### config.mk
export PLATFORM = sky130hd
export DESIGN_NAME = ack_congestion_rtt_tracker
export DESIGN_NICKNAME = d
export VERILOG_FILES = /design/src/rtl/acrt_pkg.sv /design/src/rtl/ack_congestion_rtt_tracker.sv /design/src/rtl/acrt_div.sv /design/src/rtl/acrt_ewma.sv
export SDC_FILE = /design/constraint.sdc
export NUM_CORES = 1
export LEC_CHECK = 0
export BUFFER_PORTS_ARGS = -buffer_cell sky130_fd_sc_hd__buf_2
export CORE_MARGIN = 2
export CORE_UTILIZATION = 40
export CTS_BUF_LIST = sky130_fd_sc_hd__clkbuf_2
export DETAILED_ROUTE_END_ITERATION = 16
export PLACE_DENSITY = 0.66
export SKIP_LAST_GASP = 1
export SYNTH_ARGS = -nofsm -noshare
export SYNTH_HDL_FRONTEND = slang
export SYNTH_HIERARCHICAL = 1
export SYNTH_SLANG_ARGS = --single-unit
### constraint.sdc
create_clock -name clk -period 11.31 [get_ports clk]
set_clock_uncertainty 0.15 [all_clocks]
set_input_delay 2.262 -clock clk [delete_from_list [all_inputs] [get_ports clk]]
set_output_delay 2.262 -clock clk [all_outputs]
set_load 0.005 [all_outputs]
### src/rtl/acrt_pkg.sv
// Shared constants and types of the ack congestion and RTT tracker
package acrt_pkg;

  localparam int GROWTH_STEP     = 1024;
  localparam int WINDOW_CAPACITY = 4096;

  localparam int CNT_W    = 13;
  localparam int POS_W    = 32;
  localparam int WIN_W    = 24;
  localparam int AVG_W    = 24;
  localparam int SAMPLE_W = 20;
  localparam int LOW_W    = 16;
  localparam int TIME_W   = 32;
  localparam int STATUS_W = 2;
  localparam int FRAC_W   = 4;

  localparam int GROWTH_SQ = GROWTH_STEP * GROWTH_STEP;
  localparam int QUO_W     = $clog2(GROWTH_SQ + 1);
  localparam int DIV_CNT_W = $clog2(QUO_W);
  localparam int REM_W     = WIN_W + 1;

  localparam int ALPHA_KEEP  = 230;
  localparam int ALPHA_NEW   = 26;
  localparam int EWMA_SHIFT  = 8;
  localparam int ROUND_BIAS  = 1 << (EWMA_SHIFT - 1);
  localparam int ACC_W       = 33;

  localparam logic [CNT_W-1:0]    CAPACITY        = CNT_W'(WINDOW_CAPACITY);
  localparam logic [WIN_W-1:0]    GROWTH_INC      = WIN_W'(GROWTH_STEP);
  localparam logic [QUO_W-1:0]    GROWTH_SQ_Q     = QUO_W'(GROWTH_SQ);
  localparam logic [WIN_W-1:0]    WIN_MAX         = {WIN_W{1'b1}};
  localparam logic [AVG_W-1:0]    AVG_MAX         = {AVG_W{1'b1}};
  localparam logic [SAMPLE_W-1:0] SAMPLE_MAX      = {SAMPLE_W{1'b1}};
  localparam logic [WIN_W-1:0]    THRESHOLD_RESET = WIN_W'(65536);

  localparam logic OP_SEND = 1'b0;
  localparam logic OP_ACK  = 1'b1;

  localparam logic [STATUS_W-1:0] ST_ACCEPTED = 2'd0;
  localparam logic [STATUS_W-1:0] ST_STALE    = 2'd1;
  localparam logic [STATUS_W-1:0] ST_BEYOND   = 2'd2;
  localparam logic [STATUS_W-1:0] ST_SEND     = 2'd3;

  typedef struct packed {
    logic             start;
    logic [WIN_W-1:0] divisor;
  } div_req_t;

  typedef struct packed {
    logic             done;
    logic [QUO_W-1:0] quotient;
  } div_rsp_t;

endpackage

### src/rtl/ack_congestion_rtt_tracker.sv
// Top level of the ack congestion and RTT tracker: sequencer, state and output register
//
// channel  direction  handshake             payload
// in       sink       in_valid/in_ready     operation ack_low now_time head_resent head_send_time
// out      source     out_valid/out_ready   status acked_count window_start outstanding
//                                           congestion_window rtt_estimate rtt_spread
//                                           backoff_cleared
// cfg      sink       cfg_valid/cfg_ready   cfg_data (slow start threshold)
//
// A send, stale or out-of-window ack goes from S_EVAL straight to S_OUT, which loads the result.
// An accepted ack in slow start passes S_EVAL, then S_RTT, S_DEV and S_WB when RTT is sampled,
// then S_ADV and S_OUT; congestion avoidance puts S_DIV, waiting for the divider, after S_EVAL.
// in_ready is high only while the sequencer is idle; a result waiting at the output holds
// the sequencer before it loads the next one. cfg_ready is always high.
// Reset (rst, synchronous) clears the state, threshold to 65536, window to 1024.
module ack_congestion_rtt_tracker (
  input  logic                          clk,
  input  logic                          rst,
  input  logic                          in_valid,
  output logic                          in_ready,
  input  logic                          operation,
  input  logic [acrt_pkg::LOW_W-1:0]    ack_low,
  input  logic [acrt_pkg::TIME_W-1:0]   now_time,
  input  logic                          head_resent,
  input  logic [acrt_pkg::TIME_W-1:0]   head_send_time,
  output logic                          out_valid,
  input  logic                          out_ready,
  output logic [acrt_pkg::STATUS_W-1:0] status,
  output logic [acrt_pkg::CNT_W-1:0]    acked_count,
  output logic [acrt_pkg::POS_W-1:0]    window_start,
  output logic [acrt_pkg::CNT_W-1:0]    outstanding,
  output logic [acrt_pkg::WIN_W-1:0]    congestion_window,
  output logic [acrt_pkg::AVG_W-1:0]    rtt_estimate,
  output logic [acrt_pkg::AVG_W-1:0]    rtt_spread,
  output logic                          backoff_cleared,
  input  logic                          cfg_valid,
  output logic                          cfg_ready,
  input  logic [acrt_pkg::WIN_W-1:0]    cfg_data
);
  import acrt_pkg::*;

  typedef enum logic [7:0] {
    S_IDLE = 8'b0000_0001,
    S_EVAL = 8'b0000_0010,
    S_DIV  = 8'b0000_0100,
    S_RTT  = 8'b0000_1000,
    S_DEV  = 8'b0001_0000,
    S_WB   = 8'b0010_0000,
    S_ADV  = 8'b0100_0000,
    S_OUT  = 8'b1000_0000
  } state_t;

  localparam int DIST_W = LOW_W + 2;
  localparam logic signed [DIST_W-1:0] HALF_SPAN = DIST_W'(1) <<< (LOW_W - 1);
  localparam logic signed [DIST_W-1:0] FULL_SPAN = DIST_W'(1) <<< LOW_W;

  state_t state;
  state_t state_next;

  logic                op_r;
  logic [LOW_W-1:0]    low_r;
  logic [TIME_W-1:0]   now_r;
  logic                resent_r;
  logic [TIME_W-1:0]   sent_r;

  logic [WIN_W-1:0]    threshold;
  logic [POS_W-1:0]    start_position;
  logic [CNT_W-1:0]    outstanding_count;
  logic [WIN_W-1:0]    cwnd_value;
  logic [AVG_W-1:0]    rtt_average;
  logic [AVG_W-1:0]    rtt_deviation_average;

  logic [STATUS_W-1:0] status_r;
  logic [CNT_W-1:0]    rel_r;
  logic                cleared_r;
  logic [SAMPLE_W-1:0] sample_r;
  logic [SAMPLE_W-1:0] dev_r;

  logic signed [DIST_W-1:0] delta;
  logic signed [DIST_W-1:0] rel_s;
  logic                     stale;
  logic                     beyond;
  logic                     slow_start;
  logic [TIME_W-1:0]        elapsed;
  logic [SAMPLE_W-1:0]      sample;
  logic [SAMPLE_W-1:0]      whole;
  logic [WIN_W:0]           slow_sum;
  logic [WIN_W:0]           lin_sum;

  div_req_t            div_req;
  div_rsp_t            div_rsp;
  logic [AVG_W-1:0]    ewma_last;
  logic [SAMPLE_W-1:0] ewma_sample;
  logic [AVG_W-1:0]    ewma_result;
  logic                out_free;

  assign in_ready  = (state == S_IDLE);
  assign cfg_ready = 1'b1;
  assign out_free  = !out_valid || out_ready;

  always_comb begin
    delta = $signed({2'b00, low_r}) - $signed({2'b00, start_position[LOW_W-1:0]});
    if (delta < -HALF_SPAN) begin
      rel_s = delta + FULL_SPAN;
    end else if (delta > HALF_SPAN) begin
      rel_s = delta - FULL_SPAN;
    end else begin
      rel_s = delta;
    end
  end

  assign stale      = (rel_s == '0) || rel_s[DIST_W-1];
  assign beyond     = rel_s[DIST_W-2:0] > (DIST_W-1)'(outstanding_count);
  assign slow_start = cwnd_value < threshold;
  assign elapsed    = now_r - sent_r;
  assign sample     = (elapsed[TIME_W-1:SAMPLE_W] != '0) ? SAMPLE_MAX : elapsed[SAMPLE_W-1:0];
  assign whole      = rtt_average[AVG_W-1:FRAC_W];
  assign slow_sum   = {1'b0, cwnd_value} + {1'b0, GROWTH_INC};
  assign lin_sum    = {1'b0, cwnd_value} + (WIN_W+1)'(div_rsp.quotient);

  assign div_req.start   = (state == S_EVAL) && (op_r == OP_ACK) && !stale && !beyond
                           && !slow_start;
  assign div_req.divisor = cwnd_value;

  assign ewma_last   = (state == S_RTT) ? rtt_average : rtt_deviation_average;
  assign ewma_sample = (state == S_RTT) ? sample_r : dev_r;

  acrt_div u_div (
    .clk (clk),
    .rst (rst),
    .req (div_req),
    .rsp (div_rsp)
  );

  acrt_ewma u_ewma (
    .clk    (clk),
    .last   (ewma_last),
    .sample (ewma_sample),
    .result (ewma_result)
  );

  always_comb begin
    state_next = state;
    case (state)
      S_IDLE: begin
        if (in_valid) state_next = S_EVAL;
      end
      S_EVAL: begin
        if (op_r == OP_SEND || stale || beyond) begin
          state_next = S_OUT;
        end else if (!slow_start) begin
          state_next = S_DIV;
        end else begin
          state_next = resent_r ? S_ADV : S_RTT;
        end
      end
      S_DIV: begin
        if (div_rsp.done) state_next = resent_r ? S_ADV : S_RTT;
      end
      S_RTT: state_next = S_DEV;
      S_DEV: state_next = S_WB;
      S_WB:  state_next = S_ADV;
      S_ADV: state_next = S_OUT;
      S_OUT: begin
        if (out_free) state_next = S_IDLE;
      end
      default: state_next = S_IDLE;
    endcase
  end

  always_ff @(posedge clk) begin
    if (rst) begin
      state                 <= S_IDLE;
      out_valid             <= 1'b0;
      threshold             <= THRESHOLD_RESET;
      start_position        <= '0;
      outstanding_count     <= '0;
      cwnd_value            <= GROWTH_INC;
      rtt_average           <= '0;
      rtt_deviation_average <= '0;
    end else begin
      state <= state_next;
      if (cfg_valid) threshold <= cfg_data;
      if (state == S_OUT && out_free) begin
        out_valid <= 1'b1;
      end else if (out_ready) begin
        out_valid <= 1'b0;
      end
      case (state)
        S_EVAL: begin
          if (op_r == OP_SEND) begin
            if (outstanding_count < CAPACITY) begin
              outstanding_count <= outstanding_count + CNT_W'(1);
            end
          end else if (!stale && !beyond && slow_start) begin
            cwnd_value <= slow_sum[WIN_W] ? WIN_MAX : slow_sum[WIN_W-1:0];
          end
        end
        S_DIV: begin
          if (div_rsp.done) cwnd_value <= lin_sum[WIN_W] ? WIN_MAX : lin_sum[WIN_W-1:0];
        end
        S_DEV: rtt_average <= ewma_result;
        S_WB:  rtt_deviation_average <= ewma_result;
        S_ADV: begin
          start_position    <= start_position + POS_W'(rel_r);
          outstanding_count <= outstanding_count - rel_r;
        end
        default: begin
        end
      endcase
    end
  end

  always_ff @(posedge clk) begin
    if (state == S_IDLE && in_valid) begin
      op_r     <= operation;
      low_r    <= ack_low;
      now_r    <= now_time;
      resent_r <= head_resent;
      sent_r   <= head_send_time;
    end
    if (state == S_EVAL) begin
      sample_r <= sample;
      if (op_r == OP_SEND) begin
        status_r  <= ST_SEND;
        rel_r     <= '0;
        cleared_r <= 1'b0;
      end else if (stale) begin
        status_r  <= ST_STALE;
        rel_r     <= '0;
        cleared_r <= 1'b0;
      end else if (beyond) begin
        status_r  <= ST_BEYOND;
        rel_r     <= '0;
        cleared_r <= 1'b0;
      end else begin
        status_r  <= ST_ACCEPTED;
        rel_r     <= rel_s[CNT_W-1:0];
        cleared_r <= !resent_r;
      end
    end
    if (state == S_RTT) begin
      dev_r <= (sample_r >= whole) ? sample_r - whole : whole - sample_r;
    end
    if (state == S_OUT && out_free) begin
      status            <= status_r;
      acked_count       <= rel_r;
      window_start      <= start_position;
      outstanding       <= outstanding_count;
      congestion_window <= cwnd_value;
      rtt_estimate      <= rtt_average;
      rtt_spread        <= rtt_deviation_average;
      backoff_cleared   <= cleared_r;
    end
  end

endmodule

### src/rtl/acrt_div.sv
// Iterative restoring divider: growth step squared over the window, one bit a cycle
module acrt_div (
  input  logic              clk,
  input  logic              rst,
  input  acrt_pkg::div_req_t req,
  output acrt_pkg::div_rsp_t rsp
);
  import acrt_pkg::*;

  logic                 busy;
  logic                 done;
  logic [DIV_CNT_W-1:0] cnt;
  logic [REM_W-1:0]     rem;
  logic [QUO_W-1:0]     quo;
  logic [WIN_W-1:0]     dvs;
  logic [REM_W-1:0]     trial;
  logic                 fits;

  assign trial = {rem[REM_W-2:0], GROWTH_SQ_Q[cnt]};
  assign fits  = trial >= {1'b0, dvs};

  always_ff @(posedge clk) begin
    if (rst) begin
      busy <= 1'b0;
      done <= 1'b0;
    end else begin
      done <= 1'b0;
      if (req.start) begin
        busy <= 1'b1;
      end else if (busy && cnt == '0) begin
        busy <= 1'b0;
        done <= 1'b1;
      end
    end
  end

  always_ff @(posedge clk) begin
    if (req.start) begin
      dvs <= (req.divisor == '0) ? WIN_W'(1) : req.divisor;
      rem <= '0;
      quo <= '0;
      cnt <= DIV_CNT_W'(QUO_W - 1);
    end else if (busy) begin
      rem <= fits ? trial - {1'b0, dvs} : trial;
      quo <= {quo[QUO_W-2:0], fits};
      cnt <= cnt - DIV_CNT_W'(1);
    end
  end

  assign rsp.done     = done;
  assign rsp.quotient = quo;

endmodule

### src/rtl/acrt_ewma.sv
// Shared smoothing unit: (last*230 + sample*16*26 + 128) >> 8, saturated, registered
module acrt_ewma (
  input  logic                          clk,
  input  logic [acrt_pkg::AVG_W-1:0]    last,
  input  logic [acrt_pkg::SAMPLE_W-1:0] sample,
  output logic [acrt_pkg::AVG_W-1:0]    result
);
  import acrt_pkg::*;

  logic [ACC_W-1:0]            acc;
  logic [ACC_W-EWMA_SHIFT-1:0] scaled;

  assign acc = ACC_W'(last) * ACC_W'(ALPHA_KEEP)
             + (ACC_W'(sample) << FRAC_W) * ACC_W'(ALPHA_NEW)
             + ACC_W'(ROUND_BIAS);
  assign scaled = acc[ACC_W-1:EWMA_SHIFT];

  always_ff @(posedge clk) begin
    result <= (scaled[ACC_W-EWMA_SHIFT-1:AVG_W] != '0) ? AVG_MAX : scaled[AVG_W-1:0];
  end

endmodule

; Yosys cells after proc, flatten, opt, wreduce, memory -nomap -nowiden
; Memories as Yosys holds them, arrays and structs flattened. A register that Yosys moved wholly into a read port is not among the register bits.
; Index checks and enable logic that the tools add are counted.
[op_classes]
reduce_logical = 32
eq_ne = 15
addsub = 15
shifts = 0
n_div = 0
n_mux = 32
bitwise_logic = 1
n_lt_le_gt_ge = 8
mul = 2
[ops]
columns = cell, count
row1 = 24-bit two-way mux, 7
row2 = 8-bit case mux with 8 select lines, 1
row3 = 24-bit case mux with 2 select lines, 1
row4 = 20-bit two-way mux, 2
row5 = 20-bit subtractor, 2
row6 = 18-bit two-way mux, 2
row7 = 32-bit by 33-bit adder with 33-bit output, 1
row8 = "33-bit by 8-bit adder with 33-bit output, second input constant", 1
row9 = 32-bit by 13-bit adder with 32-bit output, 1
row10 = 8-bit two-way mux, 4
row11 = 32-bit subtractor, 1
row12 = "24-bit by 7-bit multiplier with 31-bit output, second input constant", 1
row13 = 13-bit two-way mux, 2
row14 = 13-bit case mux with 2 select lines, 1
row15 = "24-bit by 11-bit adder with 25-bit output, second input constant", 1
row16 = 24-bit by 21-bit adder with 25-bit output, 1
row17 = 25-bit by 24-bit greater-or-equal comparator with 1-bit output, 1
row18 = 24-bit zero test, 1
row19 = 24-bit < comparator, 1
row20 = "20-bit by 4-bit multiplier with 24-bit output, second input constant", 1
row21 = 24-bit subtractor, 1
row22 = 20-bit greater-or-equal comparator, 1
row23 = "17-bit by 18-bit adder with 18-bit output, second input constant", 1
row24 = 18-bit zero test, 1
row25 = other kinds (35), 68
[word_totals]
latchBits = 0
n_memories = 1
in_bits = 111
romBits = 32
regBits = 521
ramBits = 0
[memory_table]
columns = memory, depth, width, rd, rd_ports_with_merged_regs, wr, line
row1 = (name not given), 32, 1, 1, 1, 0, acrt_div.sv:19  ; assign trial = {rem[REM_W-2:0], GROWTH_SQ_Q[cnt]};

; Longest topological paths before layout
[depth]
depth_word = 12
mapped_depth = 40

; Hierarchy
; Netlist, hierarchy kept.
[by_module_without_submodules]
columns = mod, area_per_inst_um2, instances, cells_per_inst
row1 = ack_congestion_rtt_tracker, 22338.9, 1, 2254
row2 = acrt_ewma, 6912.9, 1, 801
row3 = acrt_div, 4357.9, 1, 489

; Least setup slack after synthesis
; OpenSTA, ideal clock, no wires.
[synth_timing]
path_kind = input to register
startpoint = input port out_ready
endpoint = register acked_count[0] in the netlist's numbering, enable pin
stages = 2
arrival_time_ns = 8.261
path_buffers = 0
setup_slack_ns = 2.258
required_time_ns = 10.519
path_cell_list = nand2b_1 -> nor2b_1
[synth_between]
elab_chain_cells = 2
[synth_rtl]
columns = element, line
row1 = from (decl), ack_congestion_rtt_tracker.sv:27  ; input logic out_ready,
row2 = 1-bit logical OR, ack_congestion_rtt_tracker.sv:99  ; assign out_free = !out_valid || out_ready;
row3 = 1-bit logical AND, ack_congestion_rtt_tracker.sv:245  ; if (state == S_OUT && out_free) begin
row4 = to (signal assigned), ack_congestion_rtt_tracker.sv:247  ; acked_count <= rel_r;
row5 = to (decl), ack_congestion_rtt_tracker.sv:29  ; output logic [acrt_pkg::CNT_W-1:0] acked_count,
; Every way passes these cells.
; A chain may end at the register's enable or synchronous reset.

; Worst setup path after layout
[layout_timing]
startpoint = register state[1]
endpoint = register u_ewma/result[8] in the netlist's numbering
[layout_between]
elab_chain_cells = 5
[layout_rtl]
columns = element, line
row1 = from (decl), ack_congestion_rtt_tracker.sv:57  ; state_t state;
row2 = from (signal assigned), ack_congestion_rtt_tracker.sv:182  ; state <= state_next;
row3 = 8-bit by 4-bit equality test with 1-bit output, ack_congestion_rtt_tracker.sv:125  ; assign ewma_last = (state == S_RTT) ? rtt_average : rtt_deviation_average;
row4 = 24-bit two-way mux, ack_congestion_rtt_tracker.sv:125
row5 = named net ewma_last[6], ack_congestion_rtt_tracker.sv:92  ; logic [AVG_W-1:0] ewma_last;
row6 = 24-bit by 7-bit multiplier with 31-bit output, acrt_ewma.sv:13  ; assign acc = ACC_W'(last) * ACC_W'(ALPHA_KEEP)
row7 = 32-bit by 33-bit adder with 33-bit output, acrt_ewma.sv:14  ; + (ACC_W'(sample) << FRAC_W) * ACC_W'(ALPHA_NEW)
row8 = 33-bit by 8-bit adder with 33-bit output, acrt_ewma.sv:15  ; + ACC_W'(ROUND_BIAS);
row9 = to (signal assigned), acrt_ewma.sv:19  ; result <= (scaled[ACC_W-EWMA_SHIFT-1:AVG_W] != '0) ? AVG_MAX : scaled[AVG_W-1:0];
row10 = to (decl), acrt_ewma.sv:6  ; output logic [acrt_pkg::AVG_W-1:0] result
; The timed path passes the listed nets, and every way through them passes these cells.

==> results.tsv <==
metric	value	unit
io_buffers	245	
clkPwrFrac	34.0	%
crit_arrival	10.56	ns
die_x	294	µm
critPathLaunch	state[1]$_SDFFE_PP0P_	
ys.flop_type	edfxtp_1	
synthCells	3544	
setup_tns	0	ns
io_pins	247	
gp_congestion	0.909	
track_usage	19.4	%
status	completed	
synth_async_sr_flop_share	0	%
num_vias	26000	
grt_pass1_vias	25500	
syn_avg_cell_area	9.48	µm²
timing.fmax	105	MHz
reg2reg_to	u_ewma/result[8]$_SDFF_PP1_	
power.switching	1.24	mW
cts-resized-gates	0	
internal_power	2.93	mW
max-slew-margin-rel	20.3	%
cp-start-kind	flop	
rsz0062_at_grt	no	
core_area	0.0834	mm²
end_kind	flop	
synth_seq_area_share	39.9	%
wl_per_cell	16.5	µm
criticalPathCategory	reg2reg	
cts_tree	built	
yosysUniqueCellTypes	92	
hold_end	window_start[14]$_DFFE_PP_	
postCtsSetupBuffers	0	
pwr-share-comb	15.3	%
reg2reg_from	state[1]$_SDFFE_PP0P_	
drive_above_1_share	14.1	%
power_frac_seq	50.8	%
power.density	112	mW/mm²
finalCriticalPeriod	9.56	ns
synthToLayoutAreaGrowth	11.0	%
drt_iter0_markers	1362	
drv_cap	0	
postCtsHoldBufs	0	
route.detailed.drc	0	
layout_commonest_cell	inv_1	
cts_root_buffer	clkbuf_2	
required	12.31	ns
overflow	0	
period_share	84.5	%
mostFrequentLayoutCells	429 x inv_1, 357 x ha_1, 328 x nand2_1, 295 x edfxtp_1, 257 x a21oi_1	
synth-edff-count	295	
p_sw_share	29.8	%
clock_path_buffers	3	
timing.hold.ws	0.289	ns
drt_wl_total	83100	µm
setup_violations	0	
die_area	0.0864	mm²
avgViaCountPerCell	5.16	
start_util	40.3	%
rows	106	
nNetsFinal	4385	
hpwlAfterDp	62100	µm
ir_drop	0.0942	mV
syn_area	0.0336	mm²
rrSetupSlack	1.75	ns
clock_latency	1.31	ns
cts_made_buffers	141	
synth-seq-cells	522	
slew_viol_final	0	
cp_slowest_stage_delay	0.88	ns
tightestPinTransition	1.18	ns
die_y	294	µm
p_leak	16.6	nW
hold_class	reg2reg	
antenna_found_initial	4	
postRouteAntennaNets	0	
clkSinkCount	522	
grt_pass1_wl	133000	µm
hold_depth	0	
worstHoldStart	start_position[14]$_SDFFE_PP0N_	
h-tree-depth	4	
synth_fp_nets	4097	
crit_path_max_fanout	35	
r2r_cells	32	
clk_pin_slew	0.11	ns
yosysWarnings	6	
grt_max_degree	80	
drt_pass1_iterations	5	
final-hold-violation-count	0	
critical_path.slowest_cell	nor4_4	
-- power by group through the flow --
| stage | logic, mW | clock network (mW) | registers, mW |
|---|---|---|---|
| floorplan | 0.480 | 0 | 2.15 |
| global placement | 0.629 | 0 | 2.16 |
| detailed placement | 0.633 | 0 | 2.16 |
| CTS | 0.637 | 1.49 | 2.12 |
| global route | 0.722 | 1.58 | 2.13 |
| finish | 0.637 | 1.42 | 2.12 |
-- kinds of logic after synthesis --
group / count (synthesis) / share of synthesized area (%)
mux: 59 / 1.77
compound gates: 833 / 15.9
flops: 522 / 39.9
simple gates: 975 / 13.8
xor+xnor: 151 / 3.93
other cells: 1 / 0.0112
buf+inv: 561 / 6.42
fa+ha+maj: 442 / 18.4
-- cell usage after synthesis, types with 13 or more instances --
master,n,share of area [%]
nand3_1,59,0.88
nor4_1,20,0.37
o211ai_1,21,0.47
fa_1,85,5.1
dfxtp_1,227,14
inv_1,430,4.8
mux2i_1,56,1.7
nor2_1,254,2.8
a21boi_0,16,0.36
edfxtp_1,295,26
o2111ai_1,14,0.36
o21a_1,42,0.94
clkbuf_1,111,1.2
a211oi_1,31,0.69
o21ai_0,186,2.8
a21oi_1,257,3.8
nor3_1,53,0.79
o31ai_1,13,0.29
a31oi_1,32,0.60
or3_1,45,0.84
nand3b_1,16,0.36
a311oi_1,21,0.55
and2_1,17,0.32
xor2_1,55,1.4
nand4_1,30,0.56
o21bai_1,28,0.63
nand2b_1,37,0.69
nand2_1,328,3.7
a21o_1,74,1.7
nor2b_1,39,0.73
and3_1,23,0.43
xnor2_1,96,2.5
ha_1,357,13
-- flip-flops by register name, summed over array words and instances (netlist names), 13 cells and up --
signal,flops
start_position,32
outstanding_count,13
sent_r,32
rel_r,13
rtt_average,24
sample_r,20
u_div/rem,24
u_div/quo,21
outstanding,13
rtt_estimate,24
rtt_spread,24
low_r,16
congestion_window,24
now_r,32
cwnd_value,24
window_start,32
dev_r,20
u_div/dvs,24
rtt_deviation_average,24
u_ewma/result,24
threshold,24
acked_count,13
-- critical path, delay by kind of cell (launching register included) --
| family | cells | cell delay [ns] |
|---|---|---|
| and+or+nand+nor | 12 | 3.14 |
| adders and majority gates | 7 | 2.80 |
| buffers and inverters | 5 | 0.64 |
| DFF | 1 | 0.34 |
| AOI/OAI and AO/OA | 8 | 2.38 |
-- how the worst max path moves through the flow --
stage | to | slack [ns] | cells after the start
2_1_floorplan | acked_count[0]$_DFFE_PP_ | 2.26 | 2
3_3_place_gp | u_ewma/result[0]$_SDFF_PP1_ | 1.88 | 32
3_5_place_dp | u_ewma/result[0]$_SDFF_PP1_ | 1.70 | 32
4_1_cts | u_ewma/result[15]$_SDFF_PP1_ | 1.64 | 32
5_1_grt | u_ewma/result[15]$_SDFF_PP1_ | 0.88 | 32
6_report | u_ewma/result[8]$_SDFF_PP1_ | 1.75 | 32
-- layer usage --
| layer | GRT usage [%] | up-vias | routed length, µm |
|---|---|---|---|
| met2 | 30.0 | 603 | 36400 |
| met4 | 8.34 | 4 | 2820 |
| li1 | - | 13100 | - |
| met1 | 26.4 | 12100 | 39600 |
| met5 | 0 | - | 23 |
| met3 | 3.69 | 156 | 4270 |
-- stage by stage --
stage               cell area, µm²  utilization, %  cells  worst slack, ns  total power, mW
floorplan                    33600               -   3544             2.26             2.63
global route                 37300            44.7   5029            0.877             4.43
CTS                          37300            44.7   5028             1.64             4.24
global placement             35900            43.1   4769             1.88             2.79
finish                       37300            44.7   5031             1.75             4.17
detailed placement           35900            43.1   4769             1.70             2.79
-- layout make-up --
type | count | area, µm²
inverter | 430 | 1610
clock inverter | 49 | 332
tap | 1080 | 1350
timing repair buffer | 276 | 1460
clock buffer | 210 | 1050
antenna | 3 | 7.51
fill | 8028 | 46100
sequential | 522 | 13400
multi-input combinational | 2461 | 18100
No activity file was read; power rests on OpenSTA's default activity.
